===== config.mk =====
export PLATFORM = sky130hd
export DESIGN_NAME = gyro_yaw_integrator
export DESIGN_NICKNAME = d
export VERILOG_FILES = /design/src/rtl/core/gyi_pkg.sv /design/src/rtl/core/gyro_yaw_integrator.sv /design/src/rtl/core/gyi_cfg_regs.sv /design/src/rtl/core/gyi_divider.sv
export SDC_FILE = /design/constraint.sdc
export NUM_CORES = 2
export LEC_CHECK = 0
export BUFFER_PORTS_ARGS = -buffer_cell sky130_fd_sc_hd__buf_2
export CAP_MARGIN = 40
export CELL_PAD_IN_SITES_DETAIL_PLACEMENT = 1
export CELL_PAD_IN_SITES_GLOBAL_PLACEMENT = 2
export CORE_MARGIN = 3
export CORE_UTILIZATION = 43
export CTS_CLUSTER_SIZE = 16
export DETAILED_ROUTE_END_ITERATION = 7
export PLACE_DENSITY = 0.88
export SLEW_MARGIN = 10
export SYNTH_ARGS = -nofsm -noshare
export SYNTH_HDL_FRONTEND = slang
export SYNTH_SLANG_ARGS = --single-unit

===== constraint.sdc =====
create_clock -name clk -period 17.65 [get_ports clk]
set_input_delay 3.53 -clock clk [delete_from_list [all_inputs] [get_ports clk]]
set_output_delay 3.53 -clock clk [all_outputs]
set_load 0.02 [all_outputs]

===== src/rtl/core/gyi_pkg.sv =====
// gyi_pkg: widths, codes, reset values and shared types of the yaw integrator
// no dependencies; imported by every module under rtl/core
package gyi_pkg;

  localparam int RAW_W      = 16;
  localparam int DT_W       = 16;
  localparam int CAL_W      = 13;
  localparam int TAU_W      = 24;
  localparam int DBAND_W    = 23;
  localparam int RATE_W     = 25;
  localparam int ANGLE_W    = 25;
  localparam int CNT_W      = 32;
  localparam int BIAS_W     = 25;
  localparam int FILT_W     = 26;
  localparam int SUM_W      = 28;
  localparam int DIFF_W     = 27;
  localparam int MUL_W      = 44;
  localparam int DEN_W      = 25;
  localparam int QUO_W      = 27;
  localparam int ASUM_W     = 26;
  localparam int CFG_IDX_W  = 2;
  localparam int CFG_DATA_W = 24;

  localparam int DIV_STEPS  = MUL_W;
  localparam int DIV_CNT_W  = $clog2(DIV_STEPS);

  localparam logic [CAL_W-1:0] CAL_MAX         = 13'd4096;
  localparam logic [CAL_W-1:0] CAL_MIN         = 13'd1;
  localparam logic [CAL_W-1:0] CAL_SAMPLES_RST = 13'd1000;
  localparam logic [TAU_W-1:0] TAU_RST         = 24'd79577;

  localparam logic [DEN_W-1:0]         ANGLE_DIVISOR   = 25'd256000;
  localparam logic signed [ASUM_W-1:0] ANGLE_HALF_TURN = 26'sd11796480;
  localparam logic signed [ASUM_W-1:0] ANGLE_FULL_TURN = 26'sd23592960;

  typedef enum logic [1:0] {
    FUNC_CAL,
    FUNC_UPDATE,
    FUNC_RESET_YAW,
    FUNC_READ_FAIL
  } func_t;

  typedef enum logic [1:0] {
    ST_OK,
    ST_DT_ZERO,
    ST_UNCAL
  } status_t;

  typedef enum logic [CFG_IDX_W-1:0] {
    CFG_CAL_SAMPLES,
    CFG_FILTER_TAU,
    CFG_DEADBAND,
    CFG_YAW_NEGATE
  } cfg_reg_t;

  typedef struct packed {
    logic [CAL_W-1:0]   cal_target;
    logic [TAU_W-1:0]   tau;
    logic [DBAND_W-1:0] deadband;
    logic               yaw_negate;
  } cfg_t;

  typedef enum logic [1:0] {
    DIV_IDLE,
    DIV_RUN,
    DIV_SIGN
  } div_state_t;

  typedef enum logic [3:0] {
    S_IDLE,
    S_EXEC,
    S_BSTART,
    S_BWAIT,
    S_DIFF,
    S_FMUL,
    S_FSTART,
    S_FWAIT,
    S_DBAND,
    S_AMUL,
    S_ASTART,
    S_AWAIT,
    S_WRAP,
    S_DONE
  } seq_state_t;

endpackage


===== src/rtl/core/gyro_yaw_integrator.sv =====
// gyro_yaw_integrator: top level, sequencer and state of the yaw gyro integrator
// depends on gyi_pkg, gyi_cfg_regs and gyi_divider
//
// One item is taken at a time; in_stall stays high until its result beat sits in the output
// register, and the next item may be taken while that beat still waits for the sink. A
// calibration sample that does not complete the bias, a yaw reset, a read failure and any
// rejected update go from S_EXEC straight to S_DONE. The calibration sample that completes
// the bias needs one pass and an accepted update two passes (filter step, angle step)
// through the shared divider, which resolves one of its 44 quotient bits per cycle. The
// multiplications share one 27 x 17 bit multiplier. Configuration writes are always taken
// and must only be made while the block is idle.
module gyro_yaw_integrator import gyi_pkg::*; (
  input  logic                      clk,
  input  logic                      rst,
  input  logic                      cfg_valid,
  output logic                      cfg_ready,
  input  logic [CFG_IDX_W-1:0]      cfg_index,
  input  logic [CFG_DATA_W-1:0]     cfg_data,
  input  logic                      in_valid,
  output logic                      in_stall,
  input  logic [1:0]                func,
  input  logic signed [RAW_W-1:0]   raw_rate,
  input  logic [DT_W-1:0]           dt_us,
  output logic                      out_valid,
  input  logic                      out_stall,
  output logic [1:0]                status,
  output logic signed [RATE_W-1:0]  turn_rate,
  output logic signed [ANGLE_W-1:0] yaw_angle,
  output logic [CNT_W-1:0]          sample_total,
  output logic [CNT_W-1:0]          error_total,
  output logic                      calibrated
);

  cfg_t cfg;

  seq_state_t               state, state_next;
  func_t                    func_q, func_q_next;
  logic signed [RAW_W-1:0]  raw_q, raw_q_next;
  logic [DT_W-1:0]          dt_q, dt_q_next;
  status_t                  status_q, status_q_next;
  logic signed [BIAS_W-1:0] rate_bias, rate_bias_next;
  logic signed [SUM_W-1:0]  cal_sum, cal_sum_next;
  logic [CAL_W-1:0]         cal_count, cal_count_next;
  logic                     bias_ready, bias_ready_next;
  logic signed [FILT_W-1:0] filtered, filtered_next;
  logic signed [FILT_W-1:0] out_rate, out_rate_next;
  logic signed [ANGLE_W-1:0] angle, angle_next;
  logic [CNT_W-1:0]         upd_cnt, upd_cnt_next;
  logic [CNT_W-1:0]         fail_cnt, fail_cnt_next;
  logic signed [DIFF_W-1:0] diff_q, diff_q_next;
  logic signed [MUL_W-1:0]  prod, prod_next;
  logic [DEN_W-1:0]         den_q, den_q_next;
  logic signed [ASUM_W-1:0] angle_sum, angle_sum_next;
  logic                     out_valid_next;
  logic                     out_load;

  logic                     div_start;
  logic                     div_done;
  logic signed [MUL_W-1:0]  div_quo;

  logic signed [SUM_W-1:0]  cal_sum_inc;
  logic [CAL_W-1:0]         cal_count_inc;
  logic signed [DIFF_W-1:0] raw_sh;
  logic signed [DIFF_W-1:0] bias_ext;
  logic signed [DIFF_W-1:0] rate_val;
  logic signed [DIFF_W-1:0] mul_a;
  logic signed [DT_W:0]     mul_b;
  logic signed [MUL_W-1:0]  mul_full;
  logic signed [QUO_W-1:0]  div_q_narrow;
  logic [FILT_W-1:0]        filt_mag;
  logic                     in_band;

  gyi_cfg_regs u_cfg_regs (
    .clk       (clk),
    .rst       (rst),
    .cfg_valid (cfg_valid),
    .cfg_ready (cfg_ready),
    .cfg_index (cfg_index),
    .cfg_data  (cfg_data),
    .cfg       (cfg)
  );

  gyi_divider u_divider (
    .clk      (clk),
    .rst      (rst),
    .start    (div_start),
    .num      (prod),
    .den      (den_q),
    .done     (div_done),
    .quotient (div_quo)
  );

  assign in_stall = (state != S_IDLE);

  always_ff @(posedge clk) begin
    if (rst) begin
      state        <= S_IDLE;
      rate_bias    <= '0;
      cal_sum      <= '0;
      cal_count    <= '0;
      bias_ready   <= 1'b0;
      filtered     <= '0;
      out_rate     <= '0;
      angle        <= '0;
      upd_cnt      <= '0;
      fail_cnt     <= '0;
      out_valid    <= 1'b0;
      status       <= ST_OK;
      turn_rate    <= '0;
      yaw_angle    <= '0;
      sample_total <= '0;
      error_total  <= '0;
      calibrated   <= 1'b0;
    end else begin
      state      <= state_next;
      rate_bias  <= rate_bias_next;
      cal_sum    <= cal_sum_next;
      cal_count  <= cal_count_next;
      bias_ready <= bias_ready_next;
      filtered   <= filtered_next;
      out_rate   <= out_rate_next;
      angle      <= angle_next;
      upd_cnt    <= upd_cnt_next;
      fail_cnt   <= fail_cnt_next;
      out_valid  <= out_valid_next;
      if (out_load) begin
        status       <= status_q;
        turn_rate    <= out_rate[RATE_W-1:0];
        yaw_angle    <= angle;
        sample_total <= upd_cnt;
        error_total  <= fail_cnt;
        calibrated   <= bias_ready;
      end
    end
  end

  always_ff @(posedge clk) begin
    func_q    <= func_q_next;
    raw_q     <= raw_q_next;
    dt_q      <= dt_q_next;
    status_q  <= status_q_next;
    diff_q    <= diff_q_next;
    prod      <= prod_next;
    den_q     <= den_q_next;
    angle_sum <= angle_sum_next;
  end

  // datapath around the shared units
  always_comb begin
    cal_sum_inc   = cal_sum + SUM_W'(raw_q);
    cal_count_inc = cal_count + 1'b1;
    raw_sh        = $signed({{(DIFF_W-RAW_W-8){raw_q[RAW_W-1]}}, raw_q, 8'b0});
    bias_ext      = DIFF_W'(rate_bias);
    rate_val      = cfg.yaw_negate ? (bias_ext - raw_sh) : (raw_sh - bias_ext);
    mul_a         = (state == S_FMUL) ? diff_q : DIFF_W'(out_rate);
    mul_b         = $signed({1'b0, dt_q});
    mul_full      = mul_a * mul_b;
    div_q_narrow  = $signed(div_quo[QUO_W-1:0]);
    filt_mag      = filtered[FILT_W-1] ? FILT_W'(-filtered) : FILT_W'(filtered);
    in_band       = filt_mag < FILT_W'(cfg.deadband);
  end

  always_comb begin
    state_next      = state;
    func_q_next     = func_q;
    raw_q_next      = raw_q;
    dt_q_next       = dt_q;
    status_q_next   = status_q;
    rate_bias_next  = rate_bias;
    cal_sum_next    = cal_sum;
    cal_count_next  = cal_count;
    bias_ready_next = bias_ready;
    filtered_next   = filtered;
    out_rate_next   = out_rate;
    angle_next      = angle;
    upd_cnt_next    = upd_cnt;
    fail_cnt_next   = fail_cnt;
    diff_q_next     = diff_q;
    prod_next       = prod;
    den_q_next      = den_q;
    angle_sum_next  = angle_sum;
    div_start       = 1'b0;
    out_load        = 1'b0;
    out_valid_next  = out_valid && out_stall;

    case (state)
      S_IDLE: begin
        if (in_valid) begin
          func_q_next = func_t'(func);
          raw_q_next  = raw_rate;
          dt_q_next   = dt_us;
          state_next  = S_EXEC;
        end
      end
      S_EXEC: begin
        status_q_next = ST_OK;
        state_next    = S_DONE;
        case (func_q)
          FUNC_CAL: begin
            if (!bias_ready) begin
              cal_sum_next   = cal_sum_inc;
              cal_count_next = cal_count_inc;
              if (cal_count_inc >= cfg.cal_target) begin
                prod_next  = MUL_W'(cal_sum_inc) <<< 8;
                den_q_next = DEN_W'(cal_count_inc);
                state_next = S_BSTART;
              end
            end
          end
          FUNC_RESET_YAW: begin
            filtered_next = '0;
            out_rate_next = '0;
            angle_next    = '0;
          end
          default: begin
            if (!bias_ready) begin
              status_q_next = ST_UNCAL;
            end else if (dt_q == '0) begin
              status_q_next = ST_DT_ZERO;
            end else if (func_q == FUNC_READ_FAIL) begin
              if (fail_cnt != '1) begin
                fail_cnt_next = fail_cnt + 1'b1;
              end
            end else begin
              diff_q_next = rate_val;
              state_next  = S_DIFF;
            end
          end
        endcase
      end
      S_BSTART: begin
        div_start  = 1'b1;
        state_next = S_BWAIT;
      end
      S_BWAIT: begin
        if (div_done) begin
          rate_bias_next  = div_quo[BIAS_W-1:0];
          bias_ready_next = 1'b1;
          state_next      = S_DONE;
        end
      end
      S_DIFF: begin
        diff_q_next = diff_q - DIFF_W'(filtered);
        state_next  = S_FMUL;
      end
      S_FMUL: begin
        prod_next  = mul_full;
        den_q_next = DEN_W'(cfg.tau) + DEN_W'(dt_q);
        state_next = S_FSTART;
      end
      S_FSTART: begin
        div_start  = 1'b1;
        state_next = S_FWAIT;
      end
      S_FWAIT: begin
        if (div_done) begin
          filtered_next = FILT_W'(DIFF_W'(filtered) + div_q_narrow);
          state_next    = S_DBAND;
        end
      end
      S_DBAND: begin
        out_rate_next = in_band ? '0 : filtered;
        state_next    = S_AMUL;
      end
      S_AMUL: begin
        prod_next  = mul_full;
        den_q_next = ANGLE_DIVISOR;
        state_next = S_ASTART;
      end
      S_ASTART: begin
        div_start  = 1'b1;
        state_next = S_AWAIT;
      end
      S_AWAIT: begin
        if (div_done) begin
          angle_sum_next = ASUM_W'(angle) + $signed(div_quo[ASUM_W-1:0]);
          state_next     = S_WRAP;
        end
      end
      S_WRAP: begin
        if (angle_sum > ANGLE_HALF_TURN) begin
          angle_next = ANGLE_W'(angle_sum - ANGLE_FULL_TURN);
        end else if (angle_sum <= -ANGLE_HALF_TURN) begin
          angle_next = ANGLE_W'(angle_sum + ANGLE_FULL_TURN);
        end else begin
          angle_next = ANGLE_W'(angle_sum);
        end
        if (upd_cnt != '1) begin
          upd_cnt_next = upd_cnt + 1'b1;
        end
        state_next = S_DONE;
      end
      S_DONE: begin
        if (!out_valid || !out_stall) begin
          out_load       = 1'b1;
          out_valid_next = 1'b1;
          state_next     = S_IDLE;
        end
      end
      default: state_next = S_IDLE;
    endcase
  end

endmodule


===== src/rtl/core/gyi_cfg_regs.sv =====
// gyi_cfg_regs: configuration register file with calibration count clamping
// depends on gyi_pkg
module gyi_cfg_regs import gyi_pkg::*; (
  input  logic                  clk,
  input  logic                  rst,
  input  logic                  cfg_valid,
  output logic                  cfg_ready,
  input  logic [CFG_IDX_W-1:0]  cfg_index,
  input  logic [CFG_DATA_W-1:0] cfg_data,
  output cfg_t                  cfg
);

  logic [CAL_W-1:0]   cal_samples;
  logic [TAU_W-1:0]   tau;
  logic [DBAND_W-1:0] deadband;
  logic               yaw_negate;

  assign cfg_ready = 1'b1;

  always_ff @(posedge clk) begin
    if (rst) begin
      cal_samples <= CAL_SAMPLES_RST;
      tau         <= TAU_RST;
      deadband    <= '0;
      yaw_negate  <= 1'b0;
    end else if (cfg_valid && cfg_ready) begin
      case (cfg_reg_t'(cfg_index))
        CFG_CAL_SAMPLES: cal_samples <= cfg_data[CAL_W-1:0];
        CFG_FILTER_TAU:  tau         <= cfg_data[TAU_W-1:0];
        CFG_DEADBAND:    deadband    <= cfg_data[DBAND_W-1:0];
        CFG_YAW_NEGATE:  yaw_negate  <= cfg_data[0];
        default: ;
      endcase
    end
  end

  always_comb begin
    cfg.tau        = tau;
    cfg.deadband   = deadband;
    cfg.yaw_negate = yaw_negate;
    if (cal_samples == '0) begin
      cfg.cal_target = CAL_MIN;
    end else if (cal_samples > CAL_MAX) begin
      cfg.cal_target = CAL_MAX;
    end else begin
      cfg.cal_target = cal_samples;
    end
  end

endmodule


===== src/rtl/core/gyi_divider.sv =====
// gyi_divider: shared signed divider, one quotient bit per cycle, rounds half away from zero
// depends on gyi_pkg
module gyi_divider import gyi_pkg::*; (
  input  logic                    clk,
  input  logic                    rst,
  input  logic                    start,
  input  logic signed [MUL_W-1:0] num,
  input  logic [DEN_W-1:0]        den,
  output logic                    done,
  output logic signed [MUL_W-1:0] quotient
);

  div_state_t             state, state_next;
  logic [MUL_W-1:0]       quo, quo_next;
  logic [DEN_W-1:0]       rem, rem_next;
  logic [DEN_W-1:0]       den_r, den_r_next;
  logic                   neg, neg_next;
  logic [DIV_CNT_W-1:0]   step, step_next;
  logic                   done_next;
  logic signed [MUL_W-1:0] quotient_next;

  logic [MUL_W-1:0] mag;
  logic [DEN_W:0]   shifted;
  logic [DEN_W:0]   trial;
  logic             fits;

  always_ff @(posedge clk) begin
    if (rst) begin
      state <= DIV_IDLE;
      done  <= 1'b0;
    end else begin
      state <= state_next;
      done  <= done_next;
    end
  end

  always_ff @(posedge clk) begin
    quo      <= quo_next;
    rem      <= rem_next;
    den_r    <= den_r_next;
    neg      <= neg_next;
    step     <= step_next;
    quotient <= quotient_next;
  end

  always_comb begin
    mag     = num[MUL_W-1] ? (~num + 1'b1) : num;
    shifted = {rem, quo[MUL_W-1]};
    trial   = shifted - {1'b0, den_r};
    fits    = !trial[DEN_W];

    state_next    = state;
    quo_next      = quo;
    rem_next      = rem;
    den_r_next    = den_r;
    neg_next      = neg;
    step_next     = step;
    done_next     = 1'b0;
    quotient_next = quotient;

    case (state)
      DIV_IDLE: begin
        if (start) begin
          quo_next   = mag + MUL_W'(den >> 1);
          rem_next   = '0;
          den_r_next = den;
          neg_next   = num[MUL_W-1];
          step_next  = '0;
          state_next = DIV_RUN;
        end
      end
      DIV_RUN: begin
        rem_next  = fits ? trial[DEN_W-1:0] : shifted[DEN_W-1:0];
        quo_next  = {quo[MUL_W-2:0], fits};
        step_next = step + 1'b1;
        if (step == DIV_CNT_W'(DIV_STEPS - 1)) begin
          state_next = DIV_SIGN;
        end
      end
      DIV_SIGN: begin
        quotient_next = neg ? -$signed(quo) : $signed(quo);
        done_next     = 1'b1;
        state_next    = DIV_IDLE;
      end
      default: state_next = DIV_IDLE;
    endcase
  end

endmodule


### Word level (Yosys, flattened, before mapping)

Cells that the tools add are included.

| storage, ports and cells | value |
|---|---|
| flip-flop bits (word level) | 679 |
| output and inout port bits | 120 |
| word-level logic and storage cells | 206 |

| cells by class | value |
|---|---|
| add/subtract/negate cells | 18 |
| $mul | 1 |
| magnitude comparators | 5 |
| eq/ne operators | 38 |
| muxes and demuxes | 59 |
| bitwise logic cells | 4 |
| reduce and logical (&&, ||, !) cells | 43 |

Operator list:

| kind | number |
|---|---|
| 44-bit 2-to-1 mux | 5 |
| 25-bit 2-to-1 mux | 8 |
| 44-bit case mux with 2 select lines | 2 |
| 27-bit 2-to-1 mux | 6 |
| 26-bit 2-to-1 mux | 5 |
| 26-bit case mux with 2 select lines | 2 |
| 25-bit case mux with 2 select lines | 2 |
| 25-bit case mux with 3 select lines | 1 |
| 32-bit by 1-bit adder with 32-bit output, second input constant | 2 |
| 32-bit != test, second input constant | 2 |
| 4-bit case mux with 14 select lines | 1 |
| 27-bit case mux with 2 select lines | 1 |
| 26-bit negator | 2 |
| 44-bit by 1-bit adder with 44-bit output, second input constant | 1 |
| 44-bit by 24-bit adder with 44-bit output | 1 |
| 27-bit by 17-bit multiplier with 44-bit output | 1 |
| 44-bit inverter | 1 |
| 4-bit 2-to-1 mux | 10 |
| 28-bit by 16-bit adder with 28-bit output | 1 |
| 27-bit by 26-bit subtractor with 27-bit output | 1 |
| 25-bit by 26-bit adder with 26-bit output | 1 |
| 26-bit adder | 1 |
| 26-bit by 25-bit > comparator with 1-bit output, second input constant | 1 |
| 26-bit by 25-bit <= comparator with 1-bit output, second input constant | 1 |
| other kinds (45) | 109 |

### Longest topological paths before layout

| depth | value |
|---|---|
| word-level depth | 8 |
| depth in mapped cells | 32 |

### By module

A second synthesis with hierarchy kept.

| unflattened totals | value |
|---|---|
| cell total of the unflattened synthesis | 6213 |
| area total of the unflattened synthesis | 55042.8 µm² |

By module, submodules not included:

| module | times used | cells each | area an instance (µm²) | seq. area each (µm²) |
|---|---|---|---|---|
| gyro_yaw_integrator | 1 | 4913 | 42493.3 | 11350.9 |
| gyi_divider | 1 | 1010 | 10239.8 | 4414.2 |
| gyi_cfg_regs | 1 | 290 | 2309.7 | 1221.2 |

### Least setup slack after synthesis

No wires, ideal clock.

| path | value |
|---|---|
| path kind | register to register |
| start point | reg state[0] |
| end point | reg prod[40], data pin |
| library setup time | 281 ps |
| arrival | 7569 ps |
| data required time | 17369 ps |
| setup slack | 9799 ps |
| stages on the path, launching flop included | 31 |
| buffers on the path | 4 |
| cell sequence | dfxtp_1 clkbuf_1 nand2b_1 nor2_1 clkbuf_1 clkbuf_1 nand2_1 nand2_1 clkbuf_1 nand2_1 fa_1 fa_1 fa_1 inv_1 fa_1 fa_1 inv_1 fa_1 inv_1 ha_1 a21oi_1 nand2_1 o311ai_0 a31oi_1 o22ai_1 o21ai_1 a41oi_1 o21ai_1 a221oi_1 mux2i_1 nand3_1 |

| between the ends | value |
|---|---|
| longest elaborated chain between the ends | 4 |
| elaborated cells between the ends (all ways) | 7 |

RTL lines:

| item | RTL line | source |
|---|---|---|
| start, declared | gyro_yaw_integrator.sv:36 | `seq_state_t state, state_next;` |
| start signal, assigned | gyro_yaw_integrator.sv:115 | `state <= state_next;` |
| 4-bit by 3-bit == test with 1-bit output | gyro_yaw_integrator.sv:155, gyro_yaw_integrator.sv:186 |  |
| 27-bit 2-to-1 mux | gyro_yaw_integrator.sv:155 | `mul_a = (state == S_FMUL) ? diff_q : DIFF_W'(out_rate);` |
| 27-bit by 17-bit multiplier with 44-bit output | gyro_yaw_integrator.sv:157 | `mul_full = mul_a * mul_b;` |
| 44-bit case mux with 2 select lines (*) | gyro_yaw_integrator.sv:186 | `case (state)` |
| net prod_next[40] | gyro_yaw_integrator.sv:51 | `logic signed [MUL_W-1:0] prod, prod_next;` |
| end signal, assigned | gyro_yaw_integrator.sv:143 | `prod <= prod_next;` |
| end, declared | gyro_yaw_integrator.sv:51 |  |

Mark *: on every way through the listed nets, which the timed path passes. The rest lies on a longest branch.
A chain may end at the register's enable or synchronous reset.

### Worst setup path after layout

Same ends and word-level chain as after synthesis.

==> metrics.md <==
| Metric | Value |
|---|---|
| Clock Tree Buf Depth | `3` |
| Worst skew pair latency | `730 ps` |
| FMAX | `106 MHz` |
| EDFF count, synth | `285` |
| Total power | `6.89 mW` |
| VDD IR max | `81.4 uV` |
| Data arrival, critical path | `9860 ps` |
| First-pass GRT wire length | `276 mm` |
| Tmin final | `9460 ps` |
| Syn Inst Count | `6,157` |
| Die area | `129,000 um2` |
| Fraction of registers with async set/reset | `0` |
| Vias/cell | `5.59` |
| Register area share after synthesis | `0.306` |
| Seq. cell area | `16,400 um2` |
| Fin nets | `7,065` |
| Yosys reg bits | `679` |
| Number of fill cells in the layout | `14,604` |
| Area of the mapped netlist | `53,800 um2` |
| Multi-input gate area | `33,800 um2` |
| Fin area | `59,300 um2` |
| PostCTS Resize Cnt | `0` |
| Hold Crit Class | `flip-flop to flip-flop` |
| Post-CTS setup buffer count | `0` |
| GRT Total Usage | `0.272` |
| Max Clock Skew | `61.1 ps` |
| Final core utilization | `0.478` |
| Avg Inst Size Synth | `8.73 um2` |
| DRT Pass-1 Iters | `5` |
| Commonest non-fill, non-tap cell in the layout | `nand2_1` |
| Slew Viols, Final | `0` |
| Startpoint types | `flip-flop` |
| PD cells | `116 nW/um2` |
| Die Wd | `360 um` |
| Multiplexer share of the synthesized area | `0.00300` |
| WL per Instance | `22.3 um` |
| Critical Path Fanout Max | `28` |
| CTS tree | `built` |
| Vias in the first global route | `46,856` |
| Buffers on Ports | `183` |
| Yosys cell types | `82` |
| Die Ht | `360 um` |
| Residual DRC count | `0` |
| Final Hold Vio Count | `0` |
| CP dominant cell by count | `fa_1` |
| Setup CP Type | `flip-flop to flip-flop` |
| Cts hold-fix bufs | `0` |
| Core ar. | `124,000 um2` |
| Gpl congestion | `0.888` |
| TritonCTS Buffers | `81` |
| Tightest Pin Transition | `890 ps` |
| Max-Cap Viols | `0` |
| RSZ-0062 raised after global routing | `false` |
| Final Hold Slack | `421 ps` |
| Leak | `25.4 nW` |
| DP Worst Slack | `8260 ps` |
| DR vias | `44,376` |
| I/O Pins | `185` |
| Post-route setup TNS | `0 ps` |
| Syn-to-layout area delta | `10.3%` |
| Slowest-stage cell, CP | `dfxtp_1` |
| Main combinational cell family by area after synthesis | `adder cells` |
| Compound-cell area share of the yosys netlist | `0.141` |
| Final ANT Viol Nets | `0` |
| Share of cells above drive strength 1 | `0.0677` |
| Clock Sinks | `679` |
| Slew margin rel. | `0.391` |
| Simple-Gate Fraction of Synth Area | `0.179` |
| DRT iter0 DRCs | `2,890` |
| Post-DP HPWL | `137 mm` |
| Placed Cells | `7,773` |
| XOR/XNOR Fraction of Synth Area | `0.0619` |
| Cell Rows | `129` |
| Initial Utilization | `0.434` |
| Ys flop type | `dfxtp_1` |
| Worst setup margin | `8190 ps` |
| Crit path required time | `18,050 ps` |
| Global route overflow | `0` |
| Final count of negative-setup-slack endpoints | `0` |
| Adder-cell share of the synthesized area | `0.241` |
| Root buf cell | `clkbuf_16` |
| Status | `finished, final reports clean` |
| Detailed Route WL | `177 mm` |
| Most frequent cells in the layout | `1,044 x nand2_1, 689 x inv_1, 508 x a21oi_1` |
| Mapped Nets | `7,003` |
| Largest stage delay, worst path | `740 ps` |
| Initial antenna violation count | `10` |
| Clk slew on worst S/H paths | `60 ps` |
| Number of cells in the finished layout apart from fillers | `7,932` |
| H-tree levels | `3` |
| Final worst-path cycle share | `0.536` |
| Kind of end point of the critical path | `flip-flop` |
| Largest net degree at the start of global routing | `78` |
| Total number of yosys warnings | `0` |
| Placed Area | `56,500 um2` |
[critical path: cells and delay by family, from the launching register on]
kind                     cells  cell delay (ps)
adder cells (fa/ha/maj)      7             3460
AO/OA/AOI/OAI                8             2440
AND/OR/NAND/NOR              7             1700
flip-flops                   1              740
multiplexers                 1              240
buffers and inverters        5              520
[state kept, by name, summed over array words and instances, names as in the netlist, 26 cells and up]
register	flops
fail_cnt	32
filtered	26
u_divider.quotient	26
prod	44
diff_q	27
angle_sum	26
error_total	32
cal_sum	28
out_rate	26
sample_total	32
upd_cnt	32
u_divider.quo	44
[area by class of cell]
| cell class | count | share of cell area |
|---|---|---|
| Clock inverter | 40 | 0.00821 |
| Antenna cell | 7 | 0.000295 |
| Timing Repair Buffer | 251 | 0.0276 |
| Tap cell | 1637 | 0.0345 |
| Clock buffer | 112 | 0.0385 |
| Sequential cell | 679 | 0.277 |
| Inverter | 690 | 0.0437 |
| Multi-Input combinational cell | 4516 | 0.570 |
[routing by layer]
| layer | part of all wire | GRT usage |
|---|---|---|
| met4 | 0.041 | 0.102 |
| met5 | 0.00036 | 0 |
| met3 | 0.046 | 0.0334 |
| met2 | 0.47 | 0.456 |
| met1 | 0.44 | 0.361 |
[final timing paths]
| check | startpoint | end | slack (ps) | cells after the start |
|---|---|---|---|---|
| setup reg to reg | state[0]$_SDFFE_PP0P_ | prod[40]$_DFFE_PP_ | 8190 | 28 |
| hold / removal | den_q[0]$_DFFE_PP_ | u_divider.den_r[0]$_DFFE_PP_ | 420 | 0 |
| hold reg to reg | den_q[0]$_DFFE_PP_ | u_divider.den_r[0]$_DFFE_PP_ | 420 | 0 |
| setup / recovery | state[0]$_SDFFE_PP0P_ | prod[40]$_DFFE_PP_ | 8190 | 28 |
[cells in the mapped netlist, drive strengths merged, types with 47 or more instances]
| cell type | n | share of area |
|---|---|---|
| dfxtp | 394 | 0.15 |
| or3 | 48 | 0.0056 |
| o31ai | 57 | 0.0080 |
| edfxtp | 285 | 0.16 |
| nand3 | 135 | 0.013 |
| ha | 354 | 0.082 |
| clkbuf | 259 | 0.018 |
| fa | 427 | 0.16 |
| and2 | 193 | 0.022 |
| and3 | 47 | 0.0055 |
| o21ai | 244 | 0.023 |
| inv | 689 | 0.048 |
| xnor2 | 232 | 0.038 |
| a21o | 99 | 0.014 |
| nor3 | 71 | 0.0066 |
| a21oi | 511 | 0.048 |
| nor2 | 318 | 0.022 |
| xor2 | 148 | 0.024 |
| nand2 | 1047 | 0.073 |
[where the power goes]
| group | switching (mW) | total (mW) | internal, mW |
|---|---|---|---|
| clock | 0.749 | 1.76 | 1.01 |
| sequential | 0.239 | 2.21 | 1.97 |
| combinational | 1.86 | 2.93 | 1.07 |
[logic make-up (layout without fill, tap and decap cells)]
kind of cell,after synthesis,in the layout
flops,679,679
mux,16,16
compound gates,1240,1240
other cells,1,8
xor+xnor,380,380
buf+inv,962,1093
fa+ha+maj,781,781
simple gates,2098,2098
No activity file was read; power rests on OpenSTA's default activity.
